**config.mk**
```make
export PLATFORM = sky130hd
export DESIGN_NAME = next_event_scheduler
export DESIGN_NICKNAME = d
export VERILOG_FILES = /design/src/rtl/core/nes_pkg.sv /design/src/rtl/core/nes_ctrl.sv /design/src/rtl/core/nes_dp.sv /design/src/rtl/core/next_event_scheduler.sv
export SDC_FILE = /design/constraint.sdc
export NUM_CORES = 2
export LEC_CHECK = 0
export ABC_AREA = 1
export BUFFER_PORTS_ARGS = -buffer_cell sky130_fd_sc_hd__buf_4
export CORE_MARGIN = 2
export CORE_UTILIZATION = 60
export DETAILED_ROUTE_END_ITERATION = 6
export GPL_TIMING_DRIVEN = 0
export PLACE_DENSITY = 0.77
export SLEW_MARGIN = 25
export SYNTH_ARGS = -nofsm -noshare
export SYNTH_HDL_FRONTEND = slang
export SYNTH_HIERARCHICAL = 1
export SYNTH_SLANG_ARGS = --single-unit
```
**constraint.sdc**
```tcl
create_clock -name clk_i -period 12.2 [get_ports clk_i]
set_input_delay 1.22 -clock clk_i [delete_from_list [all_inputs] [get_ports clk_i]]
set_output_delay 1.22 -clock clk_i [all_outputs]
set_load 0.1 [all_outputs]
```
**src/rtl/core/nes_pkg.sv**
```systemverilog
// Shared types and constants for the next event scheduler.
package nes_pkg;

  localparam int unsigned TIME_BITS = 32;
  localparam int unsigned NUM_SRC   = 6;
  localparam int unsigned NUM_EN    = 4;
  localparam int unsigned SRC_W     = 3;
  localparam int unsigned NUM_PAIR  = NUM_SRC / 2;

  localparam logic [SRC_W-1:0] SRC_RENDER = 3'd0;
  localparam logic [SRC_W-1:0] SRC_VDP    = 3'd1;
  localparam logic [SRC_W-1:0] SRC_SCREEN = 3'd2;
  localparam logic [SRC_W-1:0] SRC_DEBUG  = 3'd3;
  localparam logic [SRC_W-1:0] SRC_AUDIO2 = 3'd4;
  localparam logic [SRC_W-1:0] SRC_AUDIO  = 3'd5;

  localparam logic OP_SCHED  = 1'b0;
  localparam logic OP_CPU_EN = 1'b1;

  localparam logic [TIME_BITS-1:0] TIME_SIGN = {1'b1, {(TIME_BITS-1){1'b0}}};

  // Commands from the controller to the datapath, at most one per cycle.
  typedef struct packed {
    logic load;
    logic offs;
    logic pair;
    logic pick;
  } nes_cmd_t;

endpackage

```
**src/rtl/core/nes_ctrl.sv**
```systemverilog
// Controller state machine that sequences one word through the datapath.
module nes_ctrl
  import nes_pkg::*;
(
  input  logic     clk_i,
  input  logic     rst_ni,
  input  logic     in_valid_i,
  output logic     in_stall_o,
  output logic     out_valid_o,
  input  logic     out_stall_i,
  output nes_cmd_t cmd_o
);

  typedef enum logic [1:0] {
    ST_IDLE,
    ST_OFFS,
    ST_PAIR,
    ST_PICK
  } state_e;

  state_e state_q, state_d;
  logic   out_valid_q, out_valid_d;
  logic   out_free;

  assign in_stall_o  = (state_q != ST_IDLE);
  assign out_valid_o = out_valid_q;
  // The output register can take a new result when empty or being drained.
  assign out_free    = !out_valid_q || !out_stall_i;

  always_comb begin
    cmd_o       = '0;
    state_d     = state_q;
    out_valid_d = out_valid_q && out_stall_i;
    unique case (state_q)
      ST_IDLE: begin
        if (in_valid_i) begin
          cmd_o.load = 1'b1;
          state_d    = ST_OFFS;
        end
      end
      ST_OFFS: begin
        cmd_o.offs = 1'b1;
        state_d    = ST_PAIR;
      end
      ST_PAIR: begin
        cmd_o.pair = 1'b1;
        state_d    = ST_PICK;
      end
      ST_PICK: begin
        if (out_free) begin
          cmd_o.pick  = 1'b1;
          out_valid_d = 1'b1;
          state_d     = ST_IDLE;
        end
      end
      default: state_d = ST_IDLE;
    endcase
  end

  always_ff @(posedge clk_i or negedge rst_ni) begin
    if (!rst_ni) begin
      state_q     <= ST_IDLE;
      out_valid_q <= 1'b0;
    end else begin
      state_q     <= state_d;
      out_valid_q <= out_valid_d;
    end
  end

  a_one_cmd: assert property (@(posedge clk_i) disable iff (!rst_ni)
    $countones({cmd_o.load, cmd_o.offs, cmd_o.pair, cmd_o.pick}) <= 1)
    else $error("more than one datapath command in a cycle");

  a_accept_seq: assert property (@(posedge clk_i) disable iff (!rst_ni)
    (in_valid_i && !in_stall_o) |=> (state_q == ST_OFFS))
    else $error("accepted word did not start the offset step");

  a_pick_free: assert property (@(posedge clk_i) disable iff (!rst_ni)
    cmd_o.pick |-> (!out_valid_q || !out_stall_i))
    else $error("result written over an unread word");

  a_pick_valid: assert property (@(posedge clk_i) disable iff (!rst_ni)
    cmd_o.pick |=> out_valid_q)
    else $error("written result not presented");

endmodule

```
**src/rtl/core/nes_dp.sv**
```systemverilog
// Datapath: deadline state, offset registers, pairwise and final selection.
module nes_dp
  import nes_pkg::*;
(
  input  logic             clk_i,
  input  logic             rst_ni,
  input  nes_cmd_t         cmd_i,
  input  logic             op_i,
  input  logic [SRC_W-1:0] source_i,
  input  logic             enable_i,
  input  logic [31:0]      event_time_i,
  input  logic [31:0]      now_i,
  output logic [31:0]      next_time_o,
  output logic [SRC_W-1:0] next_source_o
);

  logic [TIME_BITS-1:0] dl_q [NUM_SRC];
  logic [NUM_EN-1:0]    en_q;
  logic                 cpu_en_q;
  logic [TIME_BITS-1:0] now_q;

  logic [TIME_BITS-1:0] off_q  [NUM_SRC];
  logic [NUM_SRC-1:0]   cand_q;

  logic [TIME_BITS-1:0] po_q [NUM_PAIR];
  logic [TIME_BITS-1:0] pt_q [NUM_PAIR];
  logic [SRC_W-1:0]     ps_q [NUM_PAIR];
  logic [NUM_PAIR-1:0]  pv_q;

  logic [TIME_BITS-1:0] next_time_q;
  logic [SRC_W-1:0]     next_src_q;

  logic [TIME_BITS-1:0] etime;
  logic [TIME_BITS-1:0] now_t;
  logic [NUM_SRC-1:0]   cand;

  // Winner of pair 0 against pair 1, then against pair 2.
  logic                 w01_take1;
  logic [TIME_BITS-1:0] w01_off;
  logic [TIME_BITS-1:0] w01_time;
  logic [SRC_W-1:0]     w01_src;
  logic                 w01_valid;
  logic                 take2;

  assign etime = TIME_BITS'(event_time_i);
  assign now_t = TIME_BITS'(now_i);

  // Render and audio always compete; vdp also needs the cpu interrupt enable.
  assign cand = {1'b1, en_q[NUM_EN-1:1], en_q[0] && cpu_en_q, 1'b1};

  always_ff @(posedge clk_i or negedge rst_ni) begin
    if (!rst_ni) begin
      for (int i = 0; i < NUM_SRC; i++) begin
        dl_q[i] <= '0;
      end
      en_q     <= NUM_EN'(1);
      cpu_en_q <= 1'b0;
    end else if (cmd_i.load) begin
      if (op_i == OP_CPU_EN) begin
        cpu_en_q <= enable_i;
        if (enable_i && (dl_q[SRC_VDP] <= now_t)) begin
          dl_q[SRC_VDP] <= now_t + TIME_BITS'(1);
        end
      end else begin
        for (int i = 0; i < NUM_SRC; i++) begin
          if (source_i == SRC_W'(i)) begin
            dl_q[i] <= etime;
          end
        end
        for (int i = 0; i < NUM_EN; i++) begin
          if (source_i == SRC_W'(i + 1)) begin
            en_q[i] <= enable_i;
          end
        end
      end
    end
  end

  always_ff @(posedge clk_i) begin
    if (cmd_i.load) begin
      now_q <= now_t;
    end
    // Flipping the sign bit makes unsigned order match signed offset order.
    if (cmd_i.offs) begin
      for (int i = 0; i < NUM_SRC; i++) begin
        off_q[i] <= (dl_q[i] - now_q) ^ TIME_SIGN;
      end
      cand_q <= cand;
    end
    if (cmd_i.pair) begin
      for (int p = 0; p < NUM_PAIR; p++) begin
        if (cand_q[2*p+1] && (!cand_q[2*p] || (off_q[2*p+1] < off_q[2*p]))) begin
          po_q[p] <= off_q[2*p+1];
          pt_q[p] <= dl_q[2*p+1];
          ps_q[p] <= SRC_W'(2*p+1);
        end else begin
          po_q[p] <= off_q[2*p];
          pt_q[p] <= dl_q[2*p];
          ps_q[p] <= SRC_W'(2*p);
        end
        pv_q[p] <= cand_q[2*p] || cand_q[2*p+1];
      end
    end
    if (cmd_i.pick) begin
      next_time_q <= take2 ? pt_q[2] : w01_time;
      next_src_q  <= take2 ? ps_q[2] : w01_src;
    end
  end

  // A later source wins only with a strictly smaller offset.
  assign w01_take1 = pv_q[1] && (!pv_q[0] || (po_q[1] < po_q[0]));
  assign w01_off   = w01_take1 ? po_q[1] : po_q[0];
  assign w01_time  = w01_take1 ? pt_q[1] : pt_q[0];
  assign w01_src   = w01_take1 ? ps_q[1] : ps_q[0];
  assign w01_valid = pv_q[0] || pv_q[1];
  assign take2     = pv_q[2] && (!w01_valid || (po_q[2] < w01_off));

  assign next_time_o   = 32'(next_time_q);
  assign next_source_o = next_src_q;

endmodule

```
**src/rtl/core/next_event_scheduler.sv**
```systemverilog
// A word accepted in idle is stepped by the controller through state update, offset,
// pair compare and final compare into the output register, the last step waiting
// while an unread result is stalled; no new word is accepted until it is back in idle.
// A new word may be accepted while the previous result waits at the output.
// Reset clears all deadlines, sets only the vdp enable and clears the cpu
// interrupt enable; no result is valid after reset.
module next_event_scheduler
  import nes_pkg::*;
(
  input  logic             clk_i,
  input  logic             rst_ni,
  input  logic             in_valid_i,
  output logic             in_stall_o,
  input  logic             op_i,
  input  logic [SRC_W-1:0] source_i,
  input  logic             enable_i,
  input  logic [31:0]      event_time_i,
  input  logic [31:0]      now_i,
  output logic             out_valid_o,
  input  logic             out_stall_i,
  output logic [31:0]      next_time_o,
  output logic [SRC_W-1:0] next_source_o
);

  nes_cmd_t cmd;

  nes_ctrl u_ctrl (
    .clk_i       (clk_i),
    .rst_ni      (rst_ni),
    .in_valid_i  (in_valid_i),
    .in_stall_o  (in_stall_o),
    .out_valid_o (out_valid_o),
    .out_stall_i (out_stall_i),
    .cmd_o       (cmd)
  );

  nes_dp u_dp (
    .clk_i         (clk_i),
    .rst_ni        (rst_ni),
    .cmd_i         (cmd),
    .op_i          (op_i),
    .source_i      (source_i),
    .enable_i      (enable_i),
    .event_time_i  (event_time_i),
    .now_i         (now_i),
    .next_time_o   (next_time_o),
    .next_source_o (next_source_o)
  );

endmodule
```
# Word-level counts from Yosys, hierarchy flattened
# Memory sizes are Yosys's and may differ from the RTL's.
# Index checks and enable logic that the tools add are counted.
totals:
  register_bits: 272
  ramBits: 393
  in_bits: 73
  out_inout_bits: 37
  word_cells: 137
  mem_count: 4
classes:
  addsub: 7
  order_cmp: 6
  eq_ne: 11
  mux: 48
  n_bitwise: 16
  reduce_logical: 27
memory_table:
  columns: ["name", "words", "width", "read_ports", "rd_ports_with_merged_regs", "write_ports", "line_no", "rtl"]
  rows:
  - ["u_dp.off_q", 6, 32, 6, 0, 6, "nes_dp.sv:22", "logic [TIME_BITS-1:0] off_q [NUM_SRC];"]
  - ["u_dp.po_q", 3, 32, 3, 0, 3, "nes_dp.sv:25", "logic [TIME_BITS-1:0] po_q [NUM_PAIR];"]
  - ["u_dp.pt_q", 3, 32, 3, 0, 3, "nes_dp.sv:26", "logic [TIME_BITS-1:0] pt_q [NUM_PAIR];"]
  - ["u_dp.ps_q", 3, 3, 3, 0, 3, "nes_dp.sv:27", "logic [SRC_W-1:0] ps_q [NUM_PAIR];"]
ops:
  columns: ["operator", "n"]
  rows:
  - ["two-way mux 32 bit", 12]
  - ["subtractor 32 bit", 6]
  - ["< comparator 32 bit", 5]
  - ["adder 32 x 1 -> 32 bit (second input constant)", 1]
  - ["less-or-equal comparator 32 bit", 1]
  - ["two-way mux 1 bit", 28]
  - ["AND reduction 3 bit", 7]
  - ["two-way mux 3 bit", 5]
  - ["bitwise OR 1 bit", 9]
  - ["one-hot mux 2 bit (4 select lines)", 1]
  - ["NOT 1 bit", 7]
  - ["== test 3 x 2 -> 1 bit (second input constant)", 2]
  - ["== test 3 bit (second input constant)", 2]
  - ["logical AND 1 bit", 6]
  - ["== test 2 bit (second input constant)", 2]
  - ["zero test 1 bit", 4]
  - ["logical OR 1 bit", 4]
  - ["two-way mux 2 bit", 2]
  - ["!= test 2 x 1 -> 1 bit (second input constant)", 2]
  - ["AND reduction 2 bit", 2]
  - ["nonzero test 2 bit", 2]
  - ["== test 3 x 1 -> 1 bit (second input constant)", 1]
  - ["zero test 3 bit", 1]
  - ["== test 2 x 1 -> 1 bit (second input constant)", 1]
  - ["2 further kinds", 2]

# Logic depth before layout (Yosys ltp)
# An unclocked memory read counts as a cell.
logic_depth:
  depth_word: 8
  ltp_mapped: 29
  depth_no_buf: 27

# Hierarchy
# Netlist, hierarchy kept.
modules_own_cells:
  columns: ["module", "n_inst", "cells_per_inst", "area_each_um2", "seq_area_each_um2"]
  rows:
  - ["nes_dp", 1, 4256, 39122.5, 18704.2]
  - ["nes_ctrl", 1, 30, 235.2, 75.1]

# Worst setup path before layout
# Ideal clock, no wire load.
synth_timing:
  kind: "reg2reg"
  start: "register u_ctrl.state_q[1]"
  end: "register u_dp.cand_q[1], enable pin"
  setup_ps: 581
  arrival_ps: 5025
  t_required_ps: 11619
  path_slack_ps: 6594
  stages_incl_launch_ff: 3
  path_buffers: 0
  synth_period_minus_slack_ps: 5606
  path_cell_list: "dfrtp_1 inv_1 ha_1"
synth_lines:
  columns: ["item", "line_no", "rtl"]
  rows:
  - ["start: declaration", "nes_ctrl.sv:21", "state_e state_q, state_d;"]
  - ["start signal: assignment", "nes_ctrl.sv:65", "state_q <= state_d;"]
  - ["end signal: assignment", "nes_dp.sv:88", "cand_q <= cand;"]
  - ["end: declaration", "nes_dp.sv:23", "logic [NUM_SRC-1:0] cand_q;"]

==> flow_summary.toml <==
[run_status]
status = "complete, no violations"

[clock_network]
numClockSinks = 659
clkSlewWorstSetupHoldPaths_ps = 60
deepest_clock_path_buffer_count = 3
tritoncts = "done"
clk-insertion-delay-late_ps = 620
post_cts.repair.setup_buffers = 0
ctsHtreeMaxLevel = 3
ctsRootBufferMaster = "sky130_fd_sc_hd__clkbuf_16"
cts_hold_repair.buffers = 0
cts_resized = 0
cts_buffers = 71

[worst_setup_path]
end_kind = "flop"
required_time_of_the_critical_path_ps = 12640
max_stage_delay_ps = 820
setup.worst_path.start_class = "flop"
critical_path_peak_fanout = 10
cp.buffers_inverters = 5
cpMaxStageDelayCell = "sky130_fd_sc_hd__clkbuf_1"
setup.worst_path.class = "flop to flop"
critical_path.cell_chain = "inv_1 > ha_1 > nand4_1 > inv_1 > nand4_1 > nor3_1 > nand2_1 > nand2_2 > clkbuf_1 > clkbuf_1 > nand2_1 > o21ai_0 > ha_1 > nand4_1 > nor3_1 > nor4b_1 > nand2_2 > nand2_2 > buf_6 > nand2_1 > nand2_1"
cp_data_arrival_time_ps = 7570
top_delay_family_on_crit_path = "simple AND/OR/NAND/NOR gates"
crit_top_cell = "sky130_fd_sc_hd__nand2_1"

[sta]
timing.setup.tns_ps = 0
fmax_mhz = 140
grt_setup_unrepaired = "no"
setup-violations-final = 0
final_min_period_over_clock_period_pct = 58.5
final.min_clock_period_ps = 7130
max-slew-margin-rel_pct = 29.3
slew_violations = 0
max_slew.worst_pin.slew_ps = 1050
number_of_endpoints_with_negative_hold_slack_in_the_final_report = 0
worst_hold_slack_ps = 464
finClkSkew_ps = 24.1

[route]
route.antenna.remaining_nets = 0
drt_drc_violations_left = 0
detail_route.vias_per_cell = 5.98
drt_first_iter_violations = 3428
vias = 32200
drt_wl_total_mm = 123
routedWlPerCell_um = 22.8
detailedRoute.firstPassIterationCount = 6

[power]
power_density_nw_per_um2 = 333
p_leak_nw = 20.2
p_sw_mw = 6.83
comb_power_share_pct = 52.0
vdd_drop_max_mv = 0.201
seqPwrFrac_pct = 32.8
clock_power_share_pct = 15.2
fin_total_pwr_mw = 14.6
internal-power_mw = 7.80
netSwitchingFraction_pct = 46.7

[finish]
most-common-layout-cells = "sky130_fd_sc_hd__nand2_1 (954), sky130_fd_sc_hd__inv_1 (498), sky130_fd_sc_hd__edfxtp_1 (458), sky130_fd_sc_hd__o21ai_0 (415), sky130_fd_sc_hd__ha_1 (378)"
final_util_pct = 67.9
layout.cells.most_common = "sky130_fd_sc_hd__nand2_1"
synthToLayoutAreaGrowth_pct = 11.6
post_route_cells_drive_above_1_share_pct = 7.76
layout.nets = 4936

[placement]
portBuffers = 108
detail_placement_hpwl_mm = 98.8
finalWeightedCongestion = 1.00

[die]
placementRows = 93
floorplan.io_pins = 110
chipWidth_um = 260
core_um2 = 64700
floorplan.initialDensity_pct = 60.8
fp.dieArea_um2 = 67700
dieHeight_um = 260

[grt]
grt_antenna_before_repair = 7
first_global_vias = 31600
grt_max_degree = 95
overflow = 0
globalRouteTotalUtil_pct = 36.5
wire_length_of_the_first_global_routing_pass_mm = 182

[synth]
postSynthRegisterBits = 659
synth_fp_nets = 4744
share_of_the_yosys_chip_area_belonging_to_registers_pct = 47.7
synth_area_leader_cell = "sky130_fd_sc_hd__edfxtp_1"
synth.area.top_cells = "sky130_fd_sc_hd__edfxtp_1 (35%), sky130_fd_sc_hd__dfrtp_1 (13%), sky130_fd_sc_hd__ha_1 (12%), sky130_fd_sc_hd__nand2_1 (9.1%), sky130_fd_sc_hd__o21ai_0 (5.3%)"
yosys_warning_count = 6
synthDominantCellAreaShare_pct = 34.9
synth_cell_type_count = 56
synthesis.area_per_instance_um2 = 9.18
post_synth_instance_area_um2 = 39400
post_synth_inst_count = 4286

[run]
timing.max_cap.violations = 0

[hold_path]
hold_class = "flop to flop"
logic make-up after synthesis:
| kind of cell | count (synthesis) | share of synthesized area [%] |
|---|---|---|
| and+or+nand+nor | 1436 | 15.0 |
| DFF | 659 | 47.7 |
| xor gates and xnor gates | 201 | 4.47 |
| muxes | 33 | 0.944 |
| buffers and inverters | 618 | 6.04 |
| adders and majority gates | 385 | 12.4 |
| AOI/OAI and AO/OA | 954 | 13.5 |
routing by layer:
metal	up-vias	global-route usage [%]	routed length (µm)
li1	15100	-	-
met1	15200	47.7	47500
met2	1661	58.5	56000
met3	286	6.34	12600
met4	0	19.0	6790
met5	-	0	0
final timing paths:
check,cells after the start,start,slack (ps),end
setup / recovery,21,u_dp/po_q[0][31]$_DFFE_PP_,5070,u_dp/next_time_o[18]$_DFFE_PP_
hold / removal,0,u_dp/en_q[2]$_DFFE_PN0P_,460,u_dp/cand_q[3]$_DFFE_PP_
setup reg to reg,21,u_dp/po_q[0][31]$_DFFE_PP_,5070,u_dp/next_time_o[18]$_DFFE_PP_
hold reg to reg,0,u_dp/en_q[2]$_DFFE_PN0P_,460,u_dp/cand_q[3]$_DFFE_PP_
max in group asynchronous,2,rst_ni,10920,u_dp/dl_q[102]$_DFFE_PN0P_
min in group asynchronous,1,rst_ni,490,u_ctrl/out_valid_o$_DFF_PN0_
area by class of cell:
type	count	area (µm²)
Tap cell	855	1070
Fill cell	5163	20800
Clock inverter	41	505
Sequential cell	659	18800
Buffer	117	507
Inverter	501	1880
Multi-Input combinational cell	3009	18200
Timing Repair Buffer	119	1070
Antenna cell	3	7.51
Clock buffer	89	1880
through the flow:
step	setup WS, ps	instances	instance area (µm²)
global placement	4460	5249	41200
detailed placement	4880	5260	41500
floorplan	6590	4286	39400
global route	4800	5390	43900
finish	5070	5393	43900
CTS	4850	5390	43900
power by group through the flow:
stage | registers (mW) | logic, mW | clock network (mW)
floorplan | 4.99 | 4.72 | 0
global placement | 4.87 | 7.10 | 0
detailed placement | 4.78 | 7.39 | 0
CTS | 4.76 | 7.46 | 2.24
global route | 4.89 | 8.31 | 2.32
finish | 4.80 | 7.61 | 2.22
state kept, by name (all words and copies together), names as in the netlist:
register and count:
u_dp/dl_q 192, u_dp/off_q 192, u_dp/po_q 96, u_dp/pt_q 96, u_dp/next_time_o 32, u_dp/now_q 32, u_dp/cand_q 4, u_dp/en_q 4
u_dp/next_source_o 3, u_dp/ps_q 3, u_ctrl/state_q 2, u_ctrl/out_valid_o 1, u_dp/cpu_en_q 1, u_dp/pv_q 1
cell usage after synthesis (all sizes together):
library cell  number
o31ai              6
a21boi            23
a21oi            341
dfxtp              1
xnor2             54
a21o               4
clkbuf            82
a31oi             27
nor4              12
clkinv             1
inv              500
and3               1
or2                2
ha               379
nor2             216
nor3b              2
a221oi            16
o21a              23
o21bai            19
nand2            962
mux2              33
fa                 6
nand3            144
buf               35
nand3b             6
o21ai            462
edfxtp           458
o221ai             8
nor4b              3
dfrtp            199
nand4             48
nor3              40
o211ai             8
o221a              1
xor2             147
dfstp              1
a2111oi            5
a211oi            11
worst reg2reg max path, delay by kind of cell, from the launching register on:
family          cells  cell delay (ps)
simple gates       13             3890
compound gates      1              170
buf+inv             5             1890
flops               1              460
fa+ha+maj           2              530
Power figures use the tool's default switching activity.
